### src/dmwbc_pkg.sv
// Package for the direct-mapped write-back cache: geometry, action codes and
// the command record passed from front to back. No dependencies.
package dmwbc_pkg;

    localparam int CACHE_LINES  = 16;
    localparam int LINE_BYTES   = 16;
    localparam int MEMORY_LINES = 4096;

    localparam int OFF_W   = $clog2(LINE_BYTES);
    localparam int LINE_W  = $clog2(CACHE_LINES);
    localparam int ADDR_W  = 16;
    localparam int TAG_W   = ADDR_W - OFF_W - LINE_W;
    localparam int MLINE_W = $clog2(MEMORY_LINES);
    localparam int DATA_W  = LINE_BYTES * 8;
    localparam int WORDS   = LINE_BYTES / 4;
    localparam int WSEL_W  = (WORDS > 1) ? $clog2(WORDS) : 1;
    localparam int QDEPTH  = 2;

    localparam logic [1:0] ACT_READ    = 2'd0;
    localparam logic [1:0] ACT_WRITE   = 2'd1;
    localparam logic [1:0] ACT_PRELOAD = 2'd2;

    // Classified command kinds
    localparam logic [1:0] KIND_NONE    = 2'd0;
    localparam logic [1:0] KIND_READ    = 2'd1;
    localparam logic [1:0] KIND_WRITE   = 2'd2;
    localparam logic [1:0] KIND_PRELOAD = 2'd3;

    typedef struct packed {
        logic [1:0]        kind;
        logic              misaligned;
        logic [TAG_W-1:0]  tag;
        logic [LINE_W-1:0] line;
        logic [WSEL_W-1:0] wsel;
        logic [MLINE_W-1:0] mline;
        logic [31:0]       wdata;
    } cmd_t;

    // Extract a word; word 0 occupies the most significant bits
    function automatic logic [31:0] get_word(input logic [DATA_W-1:0] d,
                                             input logic [WSEL_W-1:0] s);
        logic [31:0] w;
        w = '0;
        for (int i = 0; i < WORDS; i++)
            if (s == WSEL_W'(i))
                w = d[DATA_W-1-32*i -: 32];
        return w;
    endfunction

    function automatic logic [DATA_W-1:0] put_word(input logic [DATA_W-1:0] d,
                                                   input logic [WSEL_W-1:0] s,
                                                   input logic [31:0] w);
        logic [DATA_W-1:0] r;
        r = d;
        for (int i = 0; i < WORDS; i++)
            if (s == WSEL_W'(i))
                r[DATA_W-1-32*i -: 32] = w;
        return r;
    endfunction

endpackage

### src/dmwbc_front.sv
// Front end: accepts commands, classifies them, and pushes them into a
// short queue. Depends on dmwbc_pkg.
module dmwbc_front
(
    input  logic               clk,
    input  logic               rst_n,
    input  logic               start,
    input  logic [1:0]         action,
    input  logic [15:0]        address,
    input  logic [31:0]        write_word,
    output logic               busy,
    output logic               q_valid,
    output dmwbc_pkg::cmd_t    q_cmd,
    input  logic               q_pop
);

    localparam int PW = $clog2(dmwbc_pkg::QDEPTH);

    dmwbc_pkg::cmd_t q_reg [dmwbc_pkg::QDEPTH];
    logic [PW-1:0] wp_reg, rp_reg;
    logic [PW:0]   cnt_reg;
    dmwbc_pkg::cmd_t c;
    logic push;

    // Classify incoming command
    always_comb
    begin
        c.misaligned = address[1:0] != 2'b00;
        unique case (action)
            dmwbc_pkg::ACT_READ:    c.kind = dmwbc_pkg::KIND_READ;
            dmwbc_pkg::ACT_WRITE:   c.kind = dmwbc_pkg::KIND_WRITE;
            dmwbc_pkg::ACT_PRELOAD: c.kind = dmwbc_pkg::KIND_PRELOAD;
            default:                c.kind = dmwbc_pkg::KIND_NONE;
        endcase
        c.line  = address[dmwbc_pkg::OFF_W +: dmwbc_pkg::LINE_W];
        c.tag   = address[dmwbc_pkg::ADDR_W-1 -: dmwbc_pkg::TAG_W];
        c.wsel  = dmwbc_pkg::WSEL_W'(address[dmwbc_pkg::OFF_W-1:0] >> 2);
        c.mline = dmwbc_pkg::MLINE_W'(address >> dmwbc_pkg::OFF_W);
        c.wdata = write_word;
    end

    assign busy    = cnt_reg == (PW+1)'(dmwbc_pkg::QDEPTH);
    assign push    = start && !busy;
    assign q_valid = cnt_reg != '0;
    assign q_cmd   = q_reg[rp_reg];

    // Store queue payload
    always_ff @(posedge clk)
    begin
        if (push)
            q_reg[wp_reg] <= c;
    end

    // Advance pointers
    always_ff @(posedge clk or negedge rst_n)
    begin
        if (!rst_n)
        begin
            wp_reg  <= '0;
            rp_reg  <= '0;
            cnt_reg <= '0;
        end
        else
        begin
            if (push)
                wp_reg <= wp_reg + 1'b1;
            if (q_pop)
                rp_reg <= rp_reg + 1'b1;
            cnt_reg <= cnt_reg + (PW+1)'(push) - (PW+1)'(q_pop);
        end
    end

    a_no_over: assert property (@(posedge clk) disable iff (!rst_n)
        busy |-> !push) else $error("queue overflow");
    a_no_under: assert property (@(posedge clk) disable iff (!rst_n)
        q_pop |-> q_valid) else $error("queue underflow");
    a_cnt: assert property (@(posedge clk) disable iff (!rst_n)
        cnt_reg <= (PW+1)'(dmwbc_pkg::QDEPTH)) else $error("count range");

endmodule

### config.mk
export PLATFORM = sky130hd
export DESIGN_NAME = dmwbc_front
export DESIGN_NICKNAME = d
export VERILOG_FILES = /design/src/dmwbc_pkg.sv /design/src/dmwbc_front.sv
export SDC_FILE = /design/constraint.sdc
export NUM_CORES = 1
export LEC_CHECK = 0
export ABC_CLOCK_PERIOD_IN_PS = 5100
export BUFFER_PORTS_ARGS = -buffer_cell sky130_fd_sc_hd__buf_2
export CORE_ASPECT_RATIO = 2
export CORE_UTILIZATION = 35
export CTS_CLUSTER_SIZE = 25
export DETAILED_ROUTE_END_ITERATION = 7
export PLACE_DENSITY = 0.54
export SETUP_SLACK_MARGIN = 0.4
export SLEW_MARGIN = 40
export SYNTH_ARGS = -nofsm -noshare
export SYNTH_HDL_FRONTEND = slang
export SYNTH_SLANG_ARGS = --single-unit
### constraint.sdc
create_clock -name clk -period 5.1 [get_ports clk]
set_input_delay 1.02 -clock clk [delete_from_list [all_inputs] [get_ports clk]]
set_output_delay 1.02 -clock clk [all_outputs]
set_load 0.02 [all_outputs]
== Word-level counts from Yosys, hierarchy flattened ==
Memory sizes are Yosys's and may differ from the RTL's.
Cells that the tools add are included.
W data, S select, Z words.
Storage, ports and cells
  bits in registers: 4
  output and inout port bits: 63
  word-level logic and storage cells: 19
  memories: 1
  RAM bits: 122
Operators by class
  add/sub/neg operators: 4
  reductions and logical operators: 5
  eq/ne operators: 3
  multiplexer cells: 3
Memory list
  q_reg: words 2, width 61, rd ports 1, clocked after Yosys merged registers in 0, wr ports 1, RTL line dmwbc_front.sv:19  | dmwbc_pkg::cmd_t q_reg [dmwbc_pkg::QDEPTH];
Operators by type and width (number)
  $pmux W2 S3: 1
  $eq A2 B2 Y1 const B: 2
  $reduce_bool A2 Y1: 2
  $add A1 B1 Y1 const B: 2
  $add A2 B1 Y2: 1
  $eq A2 B1 Y1 const B: 1
  $logic_not A2 Y1: 1
  $mux W1: 2
  $sub A2 B1 Y2: 1
  $logic_and A1 B1 Y1: 1
  $logic_not A1 Y1: 1

== Longest topological paths before layout ==
Gate-level depths: netlist (run 1).
  depth after elaboration: 5
  depth in mapped cells: 7
  depth with buffers taken out: 7

== Least setup slack after synthesis (run 1) ==
OpenSTA, ideal clock, no wires.
  kind: input to register
  start point: input start
  end point: memory q_reg[0][0] (netlist name) (enable)
  cell stages on the path: 2
  setup time: 0.456 ns
  slack: 1.474 ns
  data arrival time: 3.170 ns
  data required time: 4.644 ns
  path through: nand2_1 > nor2_1
Between the ends
  longest elaborated chain between the ends: 3
Ends and longest elaborated chain
  from (decl): RTL line dmwbc_front.sv:7  | input logic start,
  $logic_and A1 B1 Y1: RTL line dmwbc_front.sv:43  | assign push = start && !busy;
  $mux W1: RTL line dmwbc_front.sv:50  | if (push)
  $mux W1 (not written as such): RTL line dmwbc_front.sv:51  | q_reg[wp_reg] <= c;
  to (decl): RTL line dmwbc_front.sv:19
Every way passes these cells.

==> metrics.csv, run 1 <==
metric,value,unit
syn_area,4130,um^2
grt_first_pass_wirelength,10.3,mm
yosys-top-cells-area,"edfxtp_1 (71%), mux2_4 (18%), buf_12 (2.4%)",
drc,0,
largest_reg_flops,98,
seq_area_frac_synth,0.736,
slew_headroom,0.521,
synth_edf_count,98,
p_total,3.09,mW
wire_per_inst,15.3,um
tightest_slew,0.716,ns
numPortBuffers,116,
arrival,1.67,ns
critPathMaxStageDelay,0.60,ns
grt_pass1_vias,2037,
cts_hold_buf,0,
period_needed,2.69,ns
dp_hpwl,4.72,mm
nNetsFinal,362,
drt_wl_total,6.89,mm
cp-start-kind,flip-flop,
p_leak,2.08,nW
ant_nets,0,
die_area,12300,um^2
async_reset_ff_frac,0.0392,
clock_latency,0.34,ns
antenna_found_initial,1,
rsz0062_at_grt,false,
area_delta_synth_final,22.6,%
syn_inst,190,
path_cells,buf_12 > mux2_4 > buf_2,
dpl_cell_area,4760,um^2
synth_cell_types,15,
hold_slack,0.484,ns
cts.path.max_buffers,2,
cts_tree,built,
syn_avg_cell_area,21.8,um^2
synth_warnings,0,
fin_setup_tns,0,ns
status,finished clean,
cts.sinks,102,
synth_top_area_share,0.712,
cellPowerDensity,609,nW/um^2
synth_ff_type,edfxtp_1,
ir_drop,445,uV
grt_max_degree,50,
avgViaCountPerCell,4.37,
required,4.08,ns
postCtsSetupBuffers,0,
core_area,11400,um^2
hold_violations,0,
yosysMostFrequentCell,edfxtp_1,
grt_usage,0.118,
placementRows,55,
grt.overflow.total,0,
die_w,78.8,um
holdCritPathClass,input pin to async pin,
cp-end-kind,output port,
die_y,156,um
cts_root_buf,clkbuf_16,
synth_largest_area_cell,edfxtp_1,
yosys-top-cells-count,"edfxtp_1 (98), mux2_4 (49), buf_4 (12)",
slowest_stage,dfrtp_4,
firstDrtPassIters,4,
drt_iter0_drc,78,
start_util,0.362,
setup_viol,0,
path_class,flip-flop to output port,
finalInstanceArea,5060,um^2
fin_crit_sh,0.528,
path_clk_slew,0.06,ns
maxCapViolCount,0,
ios,117,
dr_total_vias,1968,
drv_slew,0,
cts_buffers,9,
gp_congestion,0.697,
cts_resized,0,
fmax,372,MHz
synth_fp_nets,249,
clock_skew,0.00484,ns
path_max_fanout,19,
drive_above_1_share,0.609,
ys_ff_latch,102,
cts.htree.levels,3,
## worst max-delay path, delay by kind of cell (launching register included)
family,cells,cell delay [ns]
flip-flops,1,0.60
multiplexers,1,0.32
buffers and inverters,2,0.39
## final timing paths
kind	to	start	cells past startpoint	slack [ns]
min	cnt_reg[1]$_DFF_PN0_	rst_n	1	0.48
min reg2reg	cnt_reg[1]$_DFF_PN0_	cnt_reg[1]$_DFF_PN0_	1	0.51
max	q_cmd[56]	rp_reg$_DFFE_PN0P_	3	2.41
max in group asynchronous	rp_reg$_DFFE_PN0P_	rst_n	1	4.48
max reg2reg	q_reg[0][44]$_DFFE_PP_	cnt_reg[1]$_DFF_PN0_	4	3.01
min in group clk	cnt_reg[1]$_DFF_PN0_	cnt_reg[1]$_DFF_PN0_	1	0.51
## final cells by class
class / instances / area, um^2
well taps: 142 / 178
flip-flops and latches: 102 / 3050
repair buffers: 120 / 636
inverters: 4 / 15.0
diodes: 1 / 2.50
clock buffers: 11 / 233
fillers: 1083 / 6360
multi-input cells: 66 / 882
clock inverters: 4 / 72.6
## cells by family (layout without fill, tap and decap cells)
family,Yosys count,after routing,share of synthesized area
flip-flops,102,102,0.736
XOR/XNOR,4,4,0.00848
other,0,1,0
AND/OR/NAND/NOR,8,8,0.00969
multiplexers,49,49,0.178
adder cells (fa/ha/maj),5,5,0.0151
buffers and inverters,22,139,0.0524
## per-stage QoR
| step | util | instances | setup slack (ns) |
|---|---|---|---|
| after CTS | 0.443 | 449 | 2.37 |
| after global placement | 0.413 | 432 | 2.42 |
| after floorplan | - | 190 | 1.47 |
| after detailed placement | 0.416 | 434 | 2.40 |
| final | 0.443 | 450 | 2.41 |
| after global routing | 0.443 | 450 | 2.34 |
## layout by cell type, fill, tap and decap left out
| cell | count |
|---|---|
| and3_2 | 1 |
| ha_1 | 5 |
| edfxtp_1 | 98 |
| xor2_1 | 1 |
| clkbuf_16 | 9 |
| inv_1 | 4 |
| clkbuf_1 | 2 |
| clkinvlp_4 | 1 |
| nand2b_1 | 1 |
| nand2_1 | 1 |
| nor2_1 | 2 |
| bufinv_16 | 2 |
| buf_12 | 2 |
| diode_2 | 1 |
| or2_2 | 2 |
| buf_4 | 2 |
| mux2_4 | 49 |
| dfrtp_4 | 1 |
| dfrtp_1 | 3 |
| nor2_4 | 1 |
| buf_2 | 116 |
| xnor2_1 | 3 |
| clkinv_2 | 1 |
## routing by layer
metal  GRT usage  wire length (um)  up-vias
li1            -                 -      936
met1       0.121              2420      954
met2       0.207              3880       64
met3      0.0345               356       14
met4      0.0719               232        0
met5           0                 0        -
## power breakdown
group	internal, mW	total, mW	switching (mW)
registers	1.15	1.23	0.0816
logic	0.514	1.16	0.642
clock network	0.426	0.696	0.269
total	2.09	3.09	0.993
No activity file was read; power rests on OpenSTA's default activity.
==> run 2: changes to the inputs <==
--- a/config.mk
+++ b/config.mk
@@ -5,13 +5,14 @@
 export SDC_FILE = /design/constraint.sdc
 export NUM_CORES = 1
 export LEC_CHECK = 0
-export ABC_CLOCK_PERIOD_IN_PS = 5100
+export ABC_AREA = 1
+export ABC_CLOCK_PERIOD_IN_PS = 2700
 export BUFFER_PORTS_ARGS = -buffer_cell sky130_fd_sc_hd__buf_2
 export CORE_ASPECT_RATIO = 2
 export CORE_UTILIZATION = 35
 export CTS_CLUSTER_SIZE = 25
 export DETAILED_ROUTE_END_ITERATION = 7
-export PLACE_DENSITY = 0.54
+export PLACE_DENSITY = 0.55
 export SETUP_SLACK_MARGIN = 0.4
 export SLEW_MARGIN = 40
 export SYNTH_ARGS = -nofsm -noshare
==> constraint.sdc (replaced) <==
create_clock -name clk -period 2.7 [get_ports clk]
set_input_delay 0.54 -clock clk [delete_from_list [all_inputs] [get_ports clk]]
set_output_delay 0.54 -clock clk [all_outputs]
set_load 0.02 [all_outputs]
==> run 2 against run 1 <==
Compared with the run above:
- core utilization about the same
- global-route usage up 1.2 points
- clock power up 62%
- setup slack worse by 1.8 ns
- critical endpoint is now q_cmd[11]
- highest routed layer unchanged
- worst hold slack worse by 0.097 ns
- flip-flop and latch count unchanged
- synthesized area down 1.3%
- combinational power up 91%
==> metrics.csv, run 2 <==
metric,value,unit,change
dr_total_vias,2430,,+23%
hp-start,address[5],,
drive_above_1_share,0.385,,-0.224
critPathMaxStageDelay,0.59,ns,about the same
cts.htree.levels,3,,unchanged
gp_congestion,0.715,,+2.5%
status,finished clean,,
yosys-top-cells-count,"edfxtp_1 (98), inv_1 (59), nand2_1 (49)",,
clock_latency,0.34,ns,about the same
placementRows,55,,unchanged
final_cell_mix,"buf_2 (116), edfxtp_1 (98), inv_1 (58)",,
p_int,3.47,mW,+66%
multi_input_area,636,um^2,-28%
crit_buf_inv,2,,unchanged
final_common_cell,buf_2,,
setup_viol,0,,unchanged
period_needed,2.12,ns,
avgViaCountPerCell,4.32,,-1.3%
antenna_found_initial,0,,-1
drt_iter0_drc,98,,+26%
async_reset_ff_frac,0.0392,,unchanged
start_util,0.359,,-0.00266
holdCritPathClass,input pin to flip-flop,,
dpl_cell_area,4720,um^2,-0.68%
ir_drop,507,uV,+14%
cts_root_buf,clkbuf_16,,
arrival,1.58,ns,-0.09 ns
syn_inst,304,,+60%
grt_max_degree,33,,-34%
timing.critical_path.max_delay_family,flip-flops,,
drv_slew,0,,unchanged
finalInstanceArea,5040,um^2,-0.57%
synth_edf_count,98,,unchanged
cts_buffers,9,,unchanged
yosys.area_share.simple,0.0672,,+0.0575
grt_usage,0.130,,+0.0120
clock_skew,0.00608,ns,+0.00123 ns
seqCellArea,3050,um^2,unchanged
diodes,0,,-1
syn_avg_cell_area,13.4,um^2,-38%
yosys-top-cells-area,"edfxtp_1 (72%), inv_1 (5.4%), o21ai_0 (4.8%)",,
grt_first_pass_wirelength,11.3,mm,+9.9%
cp-start-kind,flip-flop,,
ios,117,,unchanged
synthMuxAreaShare,0,,-0.178
dp_hpwl,5.22,mm,+11%
power_frac_comb,0.393,,+0.018
synthAdderAreaFrac,0.0153,,+0.000204
fmax,472,MHz,
cellPowerDensity,1120,nW/um^2,+84%
area_delta_synth_final,23.5,%,
yosysMostFrequentCell,edfxtp_1,,
slowest_stage,dfrtp_4,,
synth_largest_area_cell,edfxtp_1,,
cts_resized,0,,unchanged
hold_violations,0,,unchanged
pwr-share-clk,0.201,,-0.024
largest_reg_flops,98,,unchanged
fin_crit_sh,0.784,,
ys_ff_latch,102,,unchanged
wire_per_inst,13.6,um,-11%
die_area,12100,um^2,-1.3%
synth_warnings,0,,unchanged
rr_startpoint,cnt_reg[1]$_DFF_PN0_,,
cts.path.max_buffers,2,,unchanged
drc,0,,unchanged
slew_headroom,0.615,,+0.0935
synth_fp_nets,363,,+46%
numPortBuffers,116,,unchanged
seqPwrFrac,0.407,,+0.007
setup.worst_path.start,rp_reg$_DFFE_PN0P_,,
synth_top_family_by_area,buffers and inverters,,
fill_cells,1063,,-1.8%
die_w,78.3,um,-0.65%
seq_area_frac_synth,0.746,,+0.00994
synth_xor_area_frac,0.00215,,-0.00633
maxCapViolCount,0,,unchanged
tightest_slew,0.577,ns,-0.140 ns
rsz0062_at_grt,false,,
cts_tree,built,,
die_y,155,um,-0.66%
cts.sinks,102,,unchanged
grt_pass1_vias,2351,,+15%
path_clk_slew,0.07,ns,about the same
p_leak,2.19,nW,+5.3%
synth_cell_types,18,,+3
nNetsFinal,475,,+31%
path_cells,buf_4 > o21ai_0 > buf_2,,
grt.overflow.total,0,,unchanged
cp-end-kind,output port,,
core_area,11400,um^2,-0.60%
required,2.16,ns,-1.92 ns
synth_top_area_share,0.722,,+0.00961
drt_wl_total,7.66,mm,+11%
path_class,flip-flop to output port,,
synth_ff_type,edfxtp_1,,
path_max_fanout,17,,-2
fin_setup_tns,0,ns,unchanged
synth_compound_area_frac,0.0693,,+0.0693
ant_nets,0,,unchanged
firstDrtPassIters,4,,unchanged
swShare,0.387,,+0.0653
switchingPower,2.19,mW,+120%
syn_area,4080,um^2,-1.3%
==> run 2: cell types whose count changed after synthesis, sizes merged <==
cell    previous run  this run
nand2              1        59
inv                4        59
mux2              49         0
o21ai              0        49
buf               18        22
xnor2              3         0
nand3              0         2
and3               1         0
clkbuf             0         1
nand2b             1         0
or2                2         1
==> run 2: metrics by stage <==
stage | setup slack [ns] | total power [mW] | hold WS, ns | utilization | std cells
2_1_floorplan | 0.704 | 3.93 | 0.244 | - | 304
3_3_place_gp | 0.649 | 4.47 | 0.352 | 0.416 | 544
3_5_place_dp | 0.638 | 4.52 | 0.356 | 0.416 | 544
4_1_cts | 0.469 | 5.72 | 0.375 | 0.442 | 562
5_1_grt | 0.440 | 6.00 | 0.374 | 0.444 | 563
6_report | 0.582 | 5.65 | 0.387 | 0.444 | 563
==> run 2: final timing paths <==
path                       cells after the start                endpoint  slack [ns]
max                                            3               q_cmd[11]        0.58
max reg2reg                                    4  q_reg[1][53]$_DFFE_PP_        0.97
min                                            1  q_reg[0][47]$_DFFE_PP_        0.39
min in group asynchronous                      2      wp_reg$_DFFE_PN0P_        0.53
max in group asynchronous                      2      rp_reg$_DFFE_PN0P_        2.03
min reg2reg                                    2      wp_reg$_DFFE_PN0P_        0.47
==> run 2: routing by layer <==
metal  track usage  vias up  wire length, um
met4        0.0732        0              227
met3        0.0330       15              330
met1         0.119     1127             2620
li1              -     1219                -
met2         0.250       69             4480
met5             0        -                0
==> run 2: logic make-up (layout without fill, tap and decap cells) <==
| family | after synthesis | in the layout |
|---|---|---|
| AO/OA/AOI/OAI | 49 | 49 |
| XOR/XNOR | 1 | 1 |
| adder cells (fa/ha/maj) | 5 | 5 |
| buffers and inverters | 82 | 199 |
| flip-flops | 102 | 102 |
| AND/OR/NAND/NOR | 65 | 65 |
==> run 2: what timing repair did <==
item | in CTS | in global routing
buffers inserted | 1 | 1
hold buffers | 1 | 0
hold endpoints to repair | 4 | 0
endpoints found under the setup margin | 23 | 4
==> run 2: worst reg2reg max path: cells and delay by family, from the launching register on <==
family	cells	cell delay, ns
simple gates	3	0.70
flops	1	0.39
buf+inv	1	0.30
==> run 2: final cells by class <==
type	count	area share
clock buffers	9	0.0447
flip-flops and latches	102	0.605
multi-input cells	120	0.126
inverters	59	0.0440
repair buffers	124	0.137
well taps	142	0.0353
clock inverters	7	0.00820
==> run 2: power groups by stage <==
stage                     logic, mW  registers, mW  clock network [mW]
final                          2.22           2.30                1.13
after global routing           2.44           2.33                1.23
after CTS                      2.22           2.33                1.17
after detailed placement       2.10           2.42                   0
after global placement         2.07           2.41                   0
after floorplan                1.66           2.27                   0
==> run 3: changes to the inputs <==
--- a/config.mk
+++ b/config.mk
@@ -5,14 +5,14 @@
 export SDC_FILE = /design/constraint.sdc
 export NUM_CORES = 1
 export LEC_CHECK = 0
-export ABC_AREA = 1
-export ABC_CLOCK_PERIOD_IN_PS = 2700
+export ABC_AREA = 0
+export ABC_CLOCK_PERIOD_IN_PS = 1800
 export BUFFER_PORTS_ARGS = -buffer_cell sky130_fd_sc_hd__buf_2
 export CORE_ASPECT_RATIO = 2
 export CORE_UTILIZATION = 35
 export CTS_CLUSTER_SIZE = 25
 export DETAILED_ROUTE_END_ITERATION = 7
-export PLACE_DENSITY = 0.55
+export PLACE_DENSITY = 0.57
 export SETUP_SLACK_MARGIN = 0.4
 export SLEW_MARGIN = 40
 export SYNTH_ARGS = -nofsm -noshare
==> constraint.sdc (replaced) <==
create_clock -name clk -period 1.8 [get_ports clk]
set_input_delay 0.36 -clock clk [delete_from_list [all_inputs] [get_ports clk]]
set_output_delay 0.36 -clock clk [all_outputs]
set_load 0.02 [all_outputs]
==> run 3 against run 2 <==
Compared with the run above:
- the flow now finishes with violations (negative setup slack)
- clock power is 96% higher
- first-iteration DRC count is 8.2% lower
- die area is 1.3% higher
- register-to-register slack worse by 0.58 ns
- flip-flop and latch count stayed put
- critical path type unchanged
==> metrics.csv, run 3 (synthesis gave the netlist of run 1 again) <==
metric,value,unit,change
fin_setup_tns,-3.47,ns,-3.47 ns
grt.overflow.total,0,,unchanged
numPortBuffers,116,,unchanged
detailedPlace.worstSlack,0.260,ns,-0.378 ns
die_w,78.8,um,+0.65%
met1_usage,0.115,,-0.00384
grt_first_pass_wirelength,10.3,mm,-8.8%
start_util,0.362,,+0.00266
area_delta_synth_final,29.7,%,
violations,negative setup slack,,
firstDrtPassIters,4,,unchanged
setup_ws,-0.0860,ns,-0.668 ns
holdPathEnd,q_reg[1][11]$_DFFE_PP_,,
cellPowerDensity,1770,nW/um^2,+58%
final_cell_mix,"buf_2 (98), edfxtp_1 (98), mux2_4 (49)",,
maxCapViolCount,0,,unchanged
path_class,flip-flop to output port,,
cts.sinks,102,,unchanged
rr_startpoint,cnt_reg[1]$_DFF_PN0_,,
hp-start,write_word[11],,
worst-r2r-setup-slack,0.39,ns,-0.58 ns
ir_drop,779,uV,+54%
required,1.44,ns,-0.72 ns
nNetsFinal,368,,-23%
ios,117,,unchanged
antenna_found_initial,1,,+1
path_clk_slew,0.06,ns,about the same
rr_worst_depth,7,,+3
avgViaCountPerCell,4.41,,+2.2%
clock_latency,0.33,ns,about the same
dp_hpwl,4.87,mm,-6.8%
clock_skew,0.00504,ns,-0.00104 ns
fin_crit_sh,1.05,,
grt_use_met3,0.0392,,+0.00614
whs_path_depth,1,,unchanged
die_y,156,um,+0.66%
p_leak,2.19,nW,about the same
grt_pass1_vias,2073,,-12%
post-route-util,0.469,,+0.0257
fmax,530,MHz,
die_area,12300,um^2,+1.3%
cp-start-kind,flip-flop,,
placementRows,55,,unchanged
period_needed,1.89,ns,
r2r_end,cnt_reg[1]$_DFF_PN0_,,
drc,0,,unchanged
drv_slew,0,,unchanged
largest_reg_flops,98,,unchanged
tightest_slew,0.223,ns,-0.354 ns
grt_busiest_layer,met2,,
drt_wl_total,7.03,mm,-8.3%
dpl_cell_area,4800,um^2,+1.6%
gp_congestion,0.681,,-4.8%
cts_buffers,9,,unchanged
path_max_fanout,27,,+10
final_cells,455,,-19%
cts.path.max_buffers,2,,unchanged
slew_headroom,0.851,,+0.237
cts_tree,built,,
rsz0062_at_grt,true,,
finalInstanceArea,5360,um^2,+6.4%
hold_violations,0,,unchanged
groute.layer.met2.usage,0.217,,-0.0324
core_area,11400,um^2,+0.61%
holdCritPathClass,input pin to flip-flop,,
grt_usage,0.119,,-0.0110
p_total,9.49,mW,+68%
cts_root_buf,clkbuf_16,,
dp_cells,436,,-20%
hold_slack,0.217,ns,-0.170 ns
wire_per_inst,15.4,um,+13%
status,"finished, violations left",,
arrival,1.53,ns,-0.05 ns
drive_above_1_share,0.641,,+0.256
ant_nets,0,,unchanged
dr_total_vias,2008,,-17%
cts.htree.levels,3,,unchanged
drt_iter0_drc,90,,-8.2%
cp-end-kind,output port,,
grt_max_degree,28,,-15%
setup_viol,61,,+61
run 3: critical path, stage by stage (launching register included):
cell     delay, ns
dfrtp_4       0.50
buf_12        0.19
mux2_4        0.33
buf_2         0.16
run 3: repair_timing:
action / 4_1_cts / 5_1_grt
hold buffers: 1 / 0
setup buffers: 3 / 0
setup endpoints to repair: 108 / 108
hold endpoints to repair: 4 / 0
pin swaps: 5 / 3
gates resized for setup: 29 / 21
run 3: worst max-delay path by stage:
stage | start | end | slack [ns] | cells after the start
6_report | rp_reg$_DFFE_PN0P_ | q_cmd[2] | -0.09 | 3
5_1_grt | rp_reg$_DFFE_PN0P_ | q_cmd[2] | -0.12 | 3
4_1_cts | rp_reg$_DFFE_PN0P_ | q_cmd[2] | -0.10 | 3
3_5_place_dp | rp_reg$_DFFE_PN0P_ | q_cmd[30] | 0.26 | 3
3_3_place_gp | rp_reg$_DFFE_PN0P_ | q_cmd[30] | 0.26 | 3
2_1_floorplan | cnt_reg[1]$_DFF_PN0_ | q_reg[0][0]$_DFFE_PP_ | 0.05 | 3
run 3: report_power, final:
| group | internal (mW) | total [mW] | switching, mW |
|---|---|---|---|
| clock | 1.48 | 2.22 | 0.742 |
| sequential | 3.26 | 3.43 | 0.175 |
| combinational | 1.85 | 3.84 | 1.99 |
run 3: metal layers:
metal,part of all wire,wire [um],up-vias
li1,-,-,948
met1,0.35,2450,984
met2,0.58,4060,70
met3,0.057,401,6
met4,0.017,119,0
met5,0,0,-
run 3: layout make-up:
type	instances	area [um^2]
repair buffers	126	836
clock inverters	5	124
fillers	1038	6060
flip-flops and latches	102	3050
inverters	4	15.0
well taps	142	178
diodes	1	2.50
clock buffers	9	225
multi-input cells	66	932
